File: config.mk
export PLATFORM = sky130hd
export DESIGN_NAME = tmd_seq
export DESIGN_NICKNAME = d
export VERILOG_FILES = /design/src/hw/rtl/thrust_to_motor_duty_unit_assert.svh /design/src/hw/rtl/tmd_pkg.sv /design/src/hw/rtl/tmd_seq.sv
export SDC_FILE = /design/constraint.sdc
export NUM_CORES = 1
export LEC_CHECK = 0
export BUFFER_PORTS_ARGS = -buffer_cell sky130_fd_sc_hd__buf_4
export CAP_MARGIN = 20
export CORE_MARGIN = 1
export CORE_UTILIZATION = 57
export DETAILED_ROUTE_END_ITERATION = 12
export PLACE_DENSITY = 0.78
export SLEW_MARGIN = 20
export SYNTH_ARGS = -nofsm -noshare
export SYNTH_HDL_FRONTEND = slang
export SYNTH_SLANG_ARGS = --single-unit
File: constraint.sdc
create_clock -name clk -period 2.4 [get_ports clk]
set_clock_uncertainty 0.2 [all_clocks]
set_input_delay 0 -clock clk [delete_from_list [all_inputs] [get_ports clk]]
set_output_delay 0 -clock clk [all_outputs]
set_load 0.03 [all_outputs]
File: src/hw/rtl/thrust_to_motor_duty_unit_assert.svh
// ----------------------------------------------------------------------------
// Thrust to motor duty assertion macros
// Shared property forms for the duty unit checks.
// ----------------------------------------------------------------------------
`ifndef THRUST_TO_MOTOR_DUTY_UNIT_ASSERT_SVH
`define THRUST_TO_MOTOR_DUTY_UNIT_ASSERT_SVH

// Same-cycle implication, checked out of reset
`define TMD_ASSERT_NOW(lbl, ante, cons, msg) \
  lbl: assert property (@(posedge clk) disable iff (!rst_n) (ante) |-> (cons)) \
    else $error(msg);

// Next-cycle implication, checked out of reset
`define TMD_ASSERT_NEXT(lbl, ante, cons, msg) \
  lbl: assert property (@(posedge clk) disable iff (!rst_n) (ante) |=> (cons)) \
    else $error(msg);

`endif

File: src/hw/rtl/tmd_pkg.sv
// ----------------------------------------------------------------------------
// Thrust to motor duty package
// Widths, step counts, register codes and shared structs.
// ----------------------------------------------------------------------------
package tmd_pkg;

  localparam int NMOTORS   = 4;
  localparam int REG_W     = 63;
  localparam int THRUST_W  = 64;
  localparam int DUTY_W    = 17;
  localparam int QUO_W     = DUTY_W - 1;
  localparam int CFG_IDX_W = 3;
  localparam int LIMB_W    = 32;
  localparam int FRAC_W    = 40;

  // omega search: quotient t*2^80/Ct, root and sqrt remainder
  localparam int Q_W       = 144;
  localparam int ROOT_W    = Q_W / 2;
  localparam int SQREM_W   = ROOT_W + 2;

  // config products and numerator
  localparam int COEF_W    = 2 * REG_W;
  localparam int PROD_W    = 128;
  localparam int ACC_W     = 272;
  localparam int NSHIFT    = 64;
  localparam int NQ_W      = ACC_W - NSHIFT;
  localparam int DREM_W    = COEF_W + QUO_W;
  localparam int DDIV_W    = COEF_W + QUO_W - 1;
  localparam int WV_W      = 5 * LIMB_W;

  // per-phase step counts
  localparam int A_STEPS   = Q_W / 2;
  localparam int B_STEPS   = ROOT_W / 2;
  localparam int C_PP      = 32;
  localparam int C_STEPS   = C_PP + 1;
  localparam int D_STEPS   = QUO_W;
  localparam int COEF_PP   = 20;

  localparam logic [DUTY_W-1:0] FULL_DUTY = 17'h10000;
  localparam logic [REG_W-1:0]  ONE_Q40   = 63'h100_0000_0000;

  typedef enum logic [CFG_IDX_W-1:0] {
    REG_THRUST_COEFF = 3'd0,
    REG_VISC_DAMP    = 3'd1,
    REG_MOTOR_CONST  = 3'd2,
    REG_WIND_RES     = 3'd3,
    REG_DRAG_COEFF   = 3'd4,
    REG_FRICTION     = 3'd5,
    REG_BATTERY      = 3'd6
  } tmd_reg_t;

  typedef enum logic [2:0] {
    JOB_RD  = 3'd0,
    JOB_KK  = 3'd1,
    JOB_RCQ = 3'd2,
    JOB_RQ  = 3'd3,
    JOB_KB  = 3'd4
  } tmd_job_t;

  typedef struct packed {
    logic [REG_W-1:0] ct;
    logic [REG_W-1:0] d;
    logic [REG_W-1:0] k;
    logic [REG_W-1:0] r;
    logic [REG_W-1:0] cq;
    logic [REG_W-1:0] q;
    logic [REG_W-1:0] b;
  } tmd_cfg_t;

  // a1 = R*D + K*K, a2 = R*Cq, a0 = R*Q, kb = K*B
  typedef struct packed {
    logic [PROD_W-1:0] a1;
    logic [PROD_W-1:0] a2;
    logic [PROD_W-1:0] a0;
    logic [PROD_W-1:0] kb;
    logic [REG_W-1:0]  ct;
    logic              zero_div;
  } tmd_coef_t;

  typedef struct packed {
    logic       a_load;
    logic       a_step;
    logic       b_load;
    logic       b_step;
    logic       c_load;
    logic       c_issue;
    logic       c_acc;
    logic       c_term;
    logic [2:0] c_wi;
    logic [1:0] c_aj;
    logic       d_load;
    logic       d_step;
    logic       o_load;
  } tmd_ctl_t;

endpackage

File: src/hw/rtl/tmd_seq.sv
// ----------------------------------------------------------------------------
// Phase sequencer
// Steps the four lane phases (divide, root, polynomial, duty) and hands beats on.
// ----------------------------------------------------------------------------
module tmd_seq (
  input  logic               clk,
  input  logic               rst_n,
  input  logic               in_fire,
  input  logic               out_free,
  output logic               a_idle,
  output tmd_pkg::tmd_ctl_t  ctl
);
  import tmd_pkg::*;

  logic       a_busy_r, b_busy_r, c_busy_r, d_busy_r;
  logic [6:0] a_cnt_r;
  logic [5:0] b_cnt_r;
  logic [5:0] c_cnt_r;
  logic [4:0] d_cnt_r;
  logic [2:0] c_i_r;
  logic [1:0] c_j_r;
  logic       c_t_r;
  logic       c_acc_r;

  logic a_done, b_done, c_done, d_done;
  logic b_load, c_load, d_load, o_load;
  logic a_step, b_step, c_step, c_issue, d_step;

  assign a_done  = a_busy_r && (a_cnt_r == 7'(A_STEPS));
  assign b_done  = b_busy_r && (b_cnt_r == 6'(B_STEPS));
  assign c_done  = c_busy_r && (c_cnt_r == 6'(C_STEPS));
  assign d_done  = d_busy_r && (d_cnt_r == 5'(D_STEPS));
  assign a_step  = a_busy_r && !a_done;
  assign b_step  = b_busy_r && !b_done;
  assign c_step  = c_busy_r && !c_done;
  assign c_issue = c_busy_r && (c_cnt_r < 6'(C_PP));
  assign d_step  = d_busy_r && !d_done;

  // handoffs between phases
  assign b_load  = a_done && !b_busy_r;
  assign c_load  = b_done && !c_busy_r;
  assign d_load  = c_done && !d_busy_r;
  assign o_load  = d_done && out_free;

  always_ff @(posedge clk) begin
    if (!rst_n) begin
      a_busy_r <= 1'b0;
      b_busy_r <= 1'b0;
      c_busy_r <= 1'b0;
      d_busy_r <= 1'b0;
      a_cnt_r  <= '0;
      b_cnt_r  <= '0;
      c_cnt_r  <= '0;
      d_cnt_r  <= '0;
      c_i_r    <= '0;
      c_j_r    <= '0;
      c_t_r    <= 1'b0;
      c_acc_r  <= 1'b0;
    end else begin
      c_acc_r <= c_issue;

      // divide phase
      if (in_fire) begin
        a_busy_r <= 1'b1;
        a_cnt_r  <= '0;
      end else if (b_load) begin
        a_busy_r <= 1'b0;
      end else if (a_step) begin
        a_cnt_r <= a_cnt_r + 7'd1;
      end

      // root phase
      if (b_load) begin
        b_busy_r <= 1'b1;
        b_cnt_r  <= '0;
      end else if (c_load) begin
        b_busy_r <= 1'b0;
      end else if (b_step) begin
        b_cnt_r <= b_cnt_r + 6'd1;
      end

      // polynomial phase, limb walk over W*A1 then W^2*A2
      if (c_load) begin
        c_busy_r <= 1'b1;
        c_cnt_r  <= '0;
        c_i_r    <= '0;
        c_j_r    <= '0;
        c_t_r    <= 1'b0;
      end else if (d_load) begin
        c_busy_r <= 1'b0;
      end else if (c_step) begin
        c_cnt_r <= c_cnt_r + 6'd1;
        if (c_issue) begin
          if (c_j_r == 2'd3) begin
            c_j_r <= '0;
            if (!c_t_r && (c_i_r == 3'd2)) begin
              c_t_r <= 1'b1;
              c_i_r <= '0;
            end else begin
              c_i_r <= c_i_r + 3'd1;
            end
          end else begin
            c_j_r <= c_j_r + 2'd1;
          end
        end
      end

      // duty phase
      if (d_load) begin
        d_busy_r <= 1'b1;
        d_cnt_r  <= '0;
      end else if (o_load) begin
        d_busy_r <= 1'b0;
      end else if (d_step) begin
        d_cnt_r <= d_cnt_r + 5'd1;
      end
    end
  end

  assign a_idle      = !a_busy_r;
  assign ctl.a_load  = in_fire;
  assign ctl.a_step  = a_step;
  assign ctl.b_load  = b_load;
  assign ctl.b_step  = b_step;
  assign ctl.c_load  = c_load;
  assign ctl.c_issue = c_issue;
  assign ctl.c_acc   = c_acc_r;
  assign ctl.c_term  = c_t_r;
  assign ctl.c_wi    = c_i_r;
  assign ctl.c_aj    = c_j_r;
  assign ctl.d_load  = d_load;
  assign ctl.d_step  = d_step;
  assign ctl.o_load  = o_load;

endmodule

==> tab_implementation.tex, run 1 <==
\begin{tabular}{lr}
\hline
Metric & Value \\
\hline
\multicolumn{2}{l}{\textbf{Status}} \\
Run status & completed \\
\multicolumn{2}{l}{\textbf{Power and ir drop}} \\
Sw power & 0.000232 W \\
LEAKAGE & 0.758 nW \\
Switching fraction of total power & 23.0\% \\
Pwr/cell area & 488 nW/um2 \\
Sequential share of power & 58.3\% \\
Internal Power & 0.000774 W \\
Power, Total & 0.00101 W \\
Clock power frac & 36.8\% \\
Combinational share of power & 4.9\% \\
Largest voltage drop on the vdd net & 309 uV \\
\multicolumn{2}{l}{\textbf{Hold path}} \\
Path type of the worst min-delay path & reg2reg \\
Hold Path Depth & 2 \\
\multicolumn{2}{l}{\textbf{Synthesis}} \\
Commonest register cell after synthesis & sky130\_fd\_sc\_hd\_\_dfxtp\_1 \\
Compound-cell area share of the yosys netlist & 17.1\% \\
Synth Area in Adders & 7.42\% \\
Synthesized Nets & 231 \\
Largest area contributor in the synthesized netlist & sky130\_fd\_sc\_hd\_\_dfxtp\_1 \\
Post-synthesis mux area share & 1.62\% \\
Most instantiated library cell after synthesis & sky130\_fd\_sc\_hd\_\_dfxtp\_1 \\
Average size of a mapped cell & 8.59 um2 \\
Count of flip-flops with a built-in enable after synthesis & 0 \\
Area share of the leading cell type in the synthesized netlist & 37.8\% \\
Sequential share of the synthesized area & 37.8\% \\
Most area-consuming cells after synthesis & sky130\_fd\_sc\_hd\_\_dfxtp\_1, sky130\_fd\_sc\_hd\_\_ha\_1, sky130\_fd\_sc\_hd\_\_a21oi\_1 \\
Number of distinct library cells after synthesis & 42 \\
Post-synth ARST share & 0\% \\
Combined area of all synthesized cells & 1860 um2 \\
Combinational family with the most area after synthesis & simple AND/OR/NAND/NOR gates \\
Parity-gate share of the synthesized area counting xor and xnor cells & 3.30\% \\
Ys Warns & 0 \\
Post-synthesis share of cell area spent on and, or, nand and nor gates & 23.1\% \\
Top cells by count, synth & sky130\_fd\_sc\_hd\_\_dfxtp\_1, sky130\_fd\_sc\_hd\_\_a21oi\_1, sky130\_fd\_sc\_hd\_\_nand2\_1 \\
Number of register bits inferred by synthesis & 35 \\
Synthesized instance count & 216 \\
\multicolumn{2}{l}{\textbf{CTS}} \\
Cts bufs inserted & 5 \\
CTS Sinks & 35 \\
CTS HTree Levels & 2 \\
Library cell used as clock root buffer & sky130\_fd\_sc\_hd\_\_clkbuf\_4 \\
Clock latency reported for the late side of the worst-skew pair & 0.34 ns \\
Clock edge transition at the registers on the reported setup and hold paths & 0.11 ns \\
Post-cts resize count & 0 \\
TritonCTS clock tree & yes \\
Maximum buffer depth of the clock tree & 2 \\
\multicolumn{2}{l}{\textbf{STA}} \\
Number of hold-slack violations in the final timing report & 0 \\
Post-Route Setup TNS & 0 ns \\
Final Max Tran Viols & 0 \\
Worst slew pin tran & 0.634 ns \\
Headroom to the max-slew limit & 57.3\% \\
Unrepaired setup endpoints after global routing & false \\
Min Hold Slack & 0.305 ns \\
Final period utilization & 83.2\% \\
Maximum frequency from static timing analysis & 501 MHz \\
Period minus WS final & 2.00 ns \\
Final setup violation count & 0 \\
\multicolumn{2}{l}{\textbf{Global route}} \\
Pin count of the biggest net entering global routing & 13 \\
First-pass GRT wire length & 6.18 mm \\
Total Routing Usage GR & 23.4\% \\
Initial antenna violation count & 0 \\
Vias in the first global route & 1496 \\
Total gr overflow & 0 \\
\multicolumn{2}{l}{\textbf{Critical path}} \\
Number of cells traversed by the worst register-to-register path & 6 \\
Register-to-register path setup slack & 0.49 ns \\
Critical setup path kind & reg2out \\
Worst-path fanout max & 5 \\
Cell breakdown of the critical path & ha\_1, nor4b\_2, nand3\_1, nor2\_1, buf\_4 \\
Slowest cell delay on critical path & 0.43 ns \\
CP max stage cell & sky130\_fd\_sc\_hd\_\_dfxtp\_1 \\
Sort of element at the end of the critical path & output port \\
Arrival time at the worst endpoint & 1.80 ns \\
Startpoint type of the worst setup path & flip-flop \\
Data required, critical path & 2.20 ns \\
\multicolumn{2}{l}{\textbf{Detailed routing}} \\
Drt via density & 5.71 \\
Iter 0 DRT Violations & 76 \\
WL final & 3.63 mm \\
Vias & 1559 \\
Remaining number of nets flagged by the antenna check after routing & 0 \\
DRC errors left & 0 \\
Detailed Routing Iterations Pass 1 & 4 \\
Routed WL per cell & 13.3 um \\
\multicolumn{2}{l}{\textbf{Layout}} \\
Total non-filler cell area in the finished layout & 2060 um2 \\
Area used by sequential logic in the layout & 701 um2 \\
Number of antenna repair diodes & 0 \\
Total of fill cells in the finished design & 255 \\
Share of the core filled with cells in the final layout & 66.9\% \\
Proportion of layout cells with a drive suffix above 1 & 14.8\% \\
Area occupied by multi-input gates & 973 um2 \\
Nets & 243 \\
Area Growth Syn to Fin & 11.0\% \\
\multicolumn{2}{l}{\textbf{Floorplanning}} \\
Die area & 3490 um2 \\
Die outline height & 59.1 um \\
Core Area & 3080 um2 \\
Ports placed on the boundary & 21 \\
Std cell rows & 20 \\
Die Width & 59.1 um \\
Initial cell density of the core & 60.3\% \\
\multicolumn{2}{l}{\textbf{Place}} \\
\# port buffers & 20 \\
Total half-perimeter wirelength after legalization and detailed placement & 2.58 mm \\
Area of placed instances & 1950 um2 \\
RD Place Congestion & 0.806 \\
\multicolumn{2}{l}{\textbf{Run}} \\
Max-Cap Viols & 0 \\
\hline
\end{tabular}
==> kinds of logic (layout without fill, tap and decap cells) <==
logic type / Yosys count / in the layout
muxes: 3 / 3
xor gates and xnor gates: 7 / 7
DFF: 35 / 35
AOI/OAI and AO/OA: 48 / 48
buffers and inverters: 36 / 49
adders and majority gates: 11 / 11
and+or+nand+nor: 76 / 76
==> layout by cell type, fill, tap and decap left out, drive strengths merged, types with 2 or more instances in the layout <==
master and n:
a211oi 2, a21oi 18, a31oi 3, and3 2, buf 21, clkbuf 7, dfxtp 35, dlygate4sd3 4
ha 11, inv 16, mux2i 3, nand2 18, nand2b 2, nand3 3, nand3b 2, nand4 9
nand4bb 2, nor2 16, nor2b 3, nor3 2, nor3b 2, o2111ai 2, o21ai 11, o31ai 4
or3 9, xor2 7
==> registers in the layout, indices dropped and copies added, names as in the netlist <==
name and flops:
d_busy_r 1, b_cnt_r 6, c_t_r 1, c_j_r 2, b_busy_r 1, c_cnt_r 6, c_i_r 3, a_busy_r 1
d_cnt_r 5, c_acc_r 1, c_busy_r 1, a_cnt_r 7
==> power groups by stage <==
stage | Sequential [W] | Clock [W] | Combinational, W
6_report | 0.000586 | 0.000370 | 0.0000492
3_3_place_gp | 0.000600 | 0 | 0.0000419
5_1_grt | 0.000587 | 0.000396 | 0.0000535
3_5_place_dp | 0.000600 | 0 | 0.0000434
4_1_cts | 0.000586 | 0.000372 | 0.0000492
2_1_floorplan | 0.000597 | 0 | 0.0000335
==> per-stage QoR <==
stage / std cells / setup WS, ns
6_report: 273 / 0.403
5_1_grt: 273 / 0.212
4_1_cts: 273 / 0.411
3_5_place_dp: 261 / 0.558
3_3_place_gp: 261 / 0.624
2_1_floorplan: 216 / 0.648
==> final timing paths <==
| path | startpoint | endpoint |
|---|---|---|
| setup reg to reg | a_cnt_r[0] | a_busy_r |
| hold / removal | b_cnt_r[0] | b_cnt_r[0] |
| setup / recovery | c_cnt_r[0] | ctl[2] |
| hold reg to reg | b_cnt_r[0] | b_cnt_r[0] |
==> repair_timing <==
item | in CTS | in global routing
hold endpoints to repair | 34 | 0
buffers inserted | 0 | 0
hold buffers | 4 | 0
==> worst max-delay path, delay by kind of cell (launching register included) <==
family,cells,cell delay (ns)
AND/OR/NAND/NOR,3,0.67
flip-flops,1,0.43
adder cells (fa/ha/maj),1,0.18
buffers and inverters,1,0.16
==> per-layer routing <==
layer	global-route usage, %	up-vias	share of wire [%]
met1	26.9	729	44
met5	0	-	0
met2	41.2	44	51
met4	8.84	0	1.2
li1	-	780	-
met3	6.33	6	4.3
==> layout make-up <==
class,count,share of cell area (%)
Multi-Input combinational cell,145,47.3
Sequential cell,35,34.0
Timing Repair Buffer,25,9.60
Clock buffer,7,3.16
Inverter,16,2.92
Tap cell,44,2.67
Clock inverter,1,0.365
Power figures use the tool's default switching activity.
==> inputs of run 2 (changes only) <==
- ABC_AREA: default -> 1
- CORE_UTILIZATION: 57 -> 52
- PLACE_DENSITY: 0.78 -> 0.75
- clock period: 2.4 -> 1.8 ns (I/O delays scaled with it)
==> run 2 against run 1 <==
Combinational power up 61%. Sequential cell count unchanged. Clock power up 4%. Setup slack worse by 0.29 ns. Critical path type unchanged. Largest power group unchanged.
==> tab_implementation.tex, run 2 <==
\begin{tabular}{lr}
\hline
Metric & Value \\
\hline
\multicolumn{2}{l}{\textbf{Detailed routing}} \\
Remaining number of nets flagged by the antenna check after routing & 0 (unchanged) \\
WL final & 3.71 mm (+2.3\%) \\
Detailed Routing Iterations Pass 1 & 4 (unchanged) \\
Drt via density & 4.87 (-15\%) \\
DRC errors left & 0 (unchanged) \\
Routed WL per cell & 10.5 um (-21\%) \\
Vias & 1725 (+11\%) \\
Iter 0 DRT Violations & 142 (+87\%) \\
\multicolumn{2}{l}{\textbf{Global route}} \\
Total gr overflow & 0 (unchanged) \\
Pin count of the biggest net entering global routing & 13 (unchanged) \\
Initial antenna violation count & 0 (unchanged) \\
Vias in the first global route & 1589 (+6.2\%) \\
First-pass GRT wire length & 6.42 mm (+4.0\%) \\
Total Routing Usage GR & 20.4\% (-2.9 points) \\
\multicolumn{2}{l}{\textbf{Place}} \\
Dpl ws & 0.118 ns (-0.440 ns) \\
Total half-perimeter wirelength after legalization and detailed placement & 2.47 mm (-4.2\%) \\
RD Place Congestion & 0.820 (+1.8\%) \\
\# port buffers & 20 (unchanged) \\
\multicolumn{2}{l}{\textbf{Critical path}} \\
Buffers plus inverters on the worst setup path & 3 (+2) \\
Crit-path leading delay family & simple AND/OR/NAND/NOR gates \\
Data required, critical path & 1.60 ns (-0.60 ns) \\
Arrival time at the worst endpoint & 1.48 ns (-0.32 ns) \\
Sort of element at the end of the critical path & output port \\
Critical R2R Launch & a\_cnt\_r[0] \\
Most used cell, CP & sky130\_fd\_sc\_hd\_\_inv\_2 \\
Register-to-register path setup slack & 0.16 ns (-0.33 ns) \\
Worst-path fanout max & 4 (-1) \\
CP max stage cell & sky130\_fd\_sc\_hd\_\_dfxtp\_4 \\
Slowest cell delay on critical path & 0.37 ns (-0.06 ns) \\
Number of cells traversed by the worst register-to-register path & 10 (+4) \\
Worst r2r dst & b\_cnt\_r[1] \\
Critical Path Stages & 7 (+2) \\
Startpoint type of the worst setup path & flip-flop \\
Timing endpoint of the critical path & ctl[11] \\
Start point of the critical path & b\_cnt\_r[0] \\
Cell breakdown of the critical path & inv\_2, ha\_1, nand3\_2, nor2\_4, nand3\_4, inv\_2, buf\_6 \\
Critical setup path kind & reg2out \\
\multicolumn{2}{l}{\textbf{CTS}} \\
Cts bufs inserted & 5 (unchanged) \\
Clock latency reported for the late side of the worst-skew pair & 0.34 ns (about the same) \\
CTS HTree Levels & 2 (unchanged) \\
CTS Sinks & 35 (unchanged) \\
TritonCTS clock tree & yes \\
Maximum buffer depth of the clock tree & 2 (unchanged) \\
Library cell used as clock root buffer & sky130\_fd\_sc\_hd\_\_clkbuf\_4 \\
Clock edge transition at the registers on the reported setup and hold paths & 0.09 ns (-0.02 ns) \\
\multicolumn{2}{l}{\textbf{Power and ir drop}} \\
Power, Total & 0.00125 W (+24\%) \\
Largest voltage drop on the vdd net & 388 uV (+25\%) \\
Pwr/cell area & 550 nW/um2 (+13\%) \\
LEAKAGE & 0.974 nW (+29\%) \\
\multicolumn{2}{l}{\textbf{Layout}} \\
Largest registers in the final layout & a\_cnt\_r: 7 flops, b\_cnt\_r: 6 flops, c\_cnt\_r: 6 flops \\
Area Growth Syn to Fin & 18.8\% \\
Most common cell after layout, fill and taps aside & sky130\_fd\_sc\_hd\_\_nand2\_1 \\
Commonest cells after routing, fill and taps aside & sky130\_fd\_sc\_hd\_\_nand2\_1, sky130\_fd\_sc\_hd\_\_inv\_1, sky130\_fd\_sc\_hd\_\_dfxtp\_1, sky130\_fd\_sc\_hd\_\_buf\_4, sky130\_fd\_sc\_hd\_\_a21oi\_1 \\
Proportion of layout cells with a drive suffix above 1 & 20.8\% (+5.9 points) \\
Number of antenna repair diodes & 0 (unchanged) \\
Most flop-heavy register & a\_cnt\_r \\
Nets & 324 (+33\%) \\
Share of the core filled with cells in the final layout & 66.3\% (-0.61 points) \\
Number of flip-flops under the largest register name & 7 (unchanged) \\
\multicolumn{2}{l}{\textbf{Run}} \\
Max-Cap Viols & 0 (unchanged) \\
\multicolumn{2}{l}{\textbf{Synthesis}} \\
Area share of the leading cell type in the synthesized netlist & 36.7\% (-1.0 points) \\
Ys Warns & 0 (unchanged) \\
Post-synth ARST share & 0\% (unchanged) \\
Commonest register cell after synthesis & sky130\_fd\_sc\_hd\_\_dfxtp\_1 \\
Parity-gate share of the synthesized area counting xor and xnor cells & 4.59\% (+1.3 points) \\
Post-synthesis share of cell area spent on and, or, nand and nor gates & 29.0\% (+5.9 points) \\
Number of register bits inferred by synthesis & 35 (unchanged) \\
Synthesized instance count & 279 (+29\%) \\
Post-synthesis mux area share & 0\% (-1.6 points) \\
Sequential share of the synthesized area & 36.7\% (-1.0 points) \\
Compound-cell area share of the yosys netlist & 9.84\% (-7.2 points) \\
Combined area of all synthesized cells & 1910 um2 (+2.8\%) \\
Synth Area in Adders & 7.22\% (-0.20 points) \\
Most area-consuming cells after synthesis & sky130\_fd\_sc\_hd\_\_dfxtp\_1, sky130\_fd\_sc\_hd\_\_nand2\_1, sky130\_fd\_sc\_hd\_\_a21oi\_1 \\
Most instantiated library cell after synthesis & sky130\_fd\_sc\_hd\_\_nand2\_1 \\
Number of distinct library cells after synthesis & 20 (-52\%) \\
Average size of a mapped cell & 6.83 um2 (-20\%) \\
Top cells by count, synth & sky130\_fd\_sc\_hd\_\_nand2\_1, sky130\_fd\_sc\_hd\_\_inv\_1, sky130\_fd\_sc\_hd\_\_dfxtp\_1 \\
Synthesized Nets & 294 (+27\%) \\
Largest area contributor in the synthesized netlist & sky130\_fd\_sc\_hd\_\_dfxtp\_1 \\
Combinational family with the most area after synthesis & simple AND/OR/NAND/NOR gates \\
Count of flip-flops with a built-in enable after synthesis & 0 (unchanged) \\
\multicolumn{2}{l}{\textbf{Floorplanning}} \\
Ports placed on the boundary & 21 (unchanged) \\
Core Area & 3420 um2 (+11\%) \\
Die Width & 62.6 um (+5.9\%) \\
Die outline height & 62.6 um (+5.9\%) \\
Die area & 3910 um2 (+12\%) \\
Initial cell density of the core & 55.8\% (-4.5 points) \\
Std cell rows & 21 (+5.0\%) \\
\multicolumn{2}{l}{\textbf{STA}} \\
Worst slew pin tran & 0.485 ns (-0.149 ns) \\
Unrepaired setup endpoints after global routing & false \\
Headroom to the max-slew limit & 67.5\% (+10 points) \\
Final Max Tran Viols & 0 (unchanged) \\
Number of hold-slack violations in the final timing report & 0 (unchanged) \\
Final setup violation count & 0 (unchanged) \\
Final period utilization & 93.5\% \\
Maximum frequency from static timing analysis & 594 MHz \\
Period minus WS final & 1.68 ns \\
Post-Route Setup TNS & 0 ns (unchanged) \\
Worst path setup slack after routing & 0.117 ns (-0.285 ns) \\
\multicolumn{2}{l}{\textbf{Status}} \\
Run status & completed \\
\multicolumn{2}{l}{\textbf{Hold path}} \\
Hold Path Depth & 2 (unchanged) \\
Path type of the worst min-delay path & reg2reg \\
\hline
\end{tabular}
## run 2: cell types whose count changed in the layout (fill, tap and decap cells not counted), sizes merged, moves of 7 or more
cell	delta
nand4	-7
nand2	+67
nand3	+14
or3	-9
inv	+23
nor2	+15
buf	+10
a21oi	+11
## run 2: where the power goes
part | internal (W) | switching [W] | leakage, nW
Clock | 0.000139 | 0.000247 | 0.0242
Sequential | 0.000777 | 0.00000379 | 0.286
Combinational | 0.0000298 | 0.0000495 | 0.665
Total | 0.000946 | 0.000300 | 0.974
## run 2: logic make-up after synthesis
kind of cell / count (synthesis)
fa+ha+maj: 11
xor+xnor: 10
compound gates: 37
simple gates: 135
flops: 35
buf+inv: 51
## run 2: repair_timing
| item | in CTS | in global routing |
|---|---|---|
| setup buffers | 4 | 6 |
| gates cloned | 0 | 0 |
| gates resized for setup | 11 | 17 |
| pin swaps | 2 | 5 |
| setup endpoints to repair | 5 | 6 |
| hold buffers | 4 | 1 |
| hold endpoints to repair | 35 | 1 |
## run 2: tightest hold or removal path: cells and delay by family, from the launching register on
family | cells | cell delay (ns)
AO/OA/AOI/OAI | 1 | 0.05
flip-flops | 1 | 0.34
AND/OR/NAND/NOR | 1 | 0.07
## run 2: worst min-delay path by stage
stage | startpoint | slack (ns) | end
after global placement | in_fire | 0.02 | a_busy_r
after detailed placement | in_fire | 0.02 | a_busy_r
after floorplan | in_fire | -0.09 | a_busy_r
after global routing | c_j_r[1] | 0.31 | c_j_r[1]
final | c_j_r[1] | 0.29 | c_j_r[1]
after CTS | out_free | 0.20 | ctl[0]
## run 2: per-stage QoR
stage               area, um2  cells  hold WS (ns)
floorplan                1910    279       -0.0937
global placement         2040    335        0.0173
detailed placement       2040    335        0.0230
CTS                      2170    348         0.198
global route             2260    354         0.308
finish                   2260    354         0.289
## run 2: final cells by class
type	instances	area, um2
Clock buffer	6	41.3
Fill cell	317	1150
Inverter	39	146
Multi-Input combinational cell	193	1030
Sequential cell	35	711
Tap cell	46	57.6
Timing Repair Buffer	35	280
## run 2: metal layers
metal	vias up	wire length, um	share of wire (%)	track usage [%]
met2	33	1710	46	34.6
met3	5	193	5.2	6.02
met4	0	51	1.4	8.14
met1	772	1760	47	24.0
met5	-	0	0	0
li1	915	-	-	-
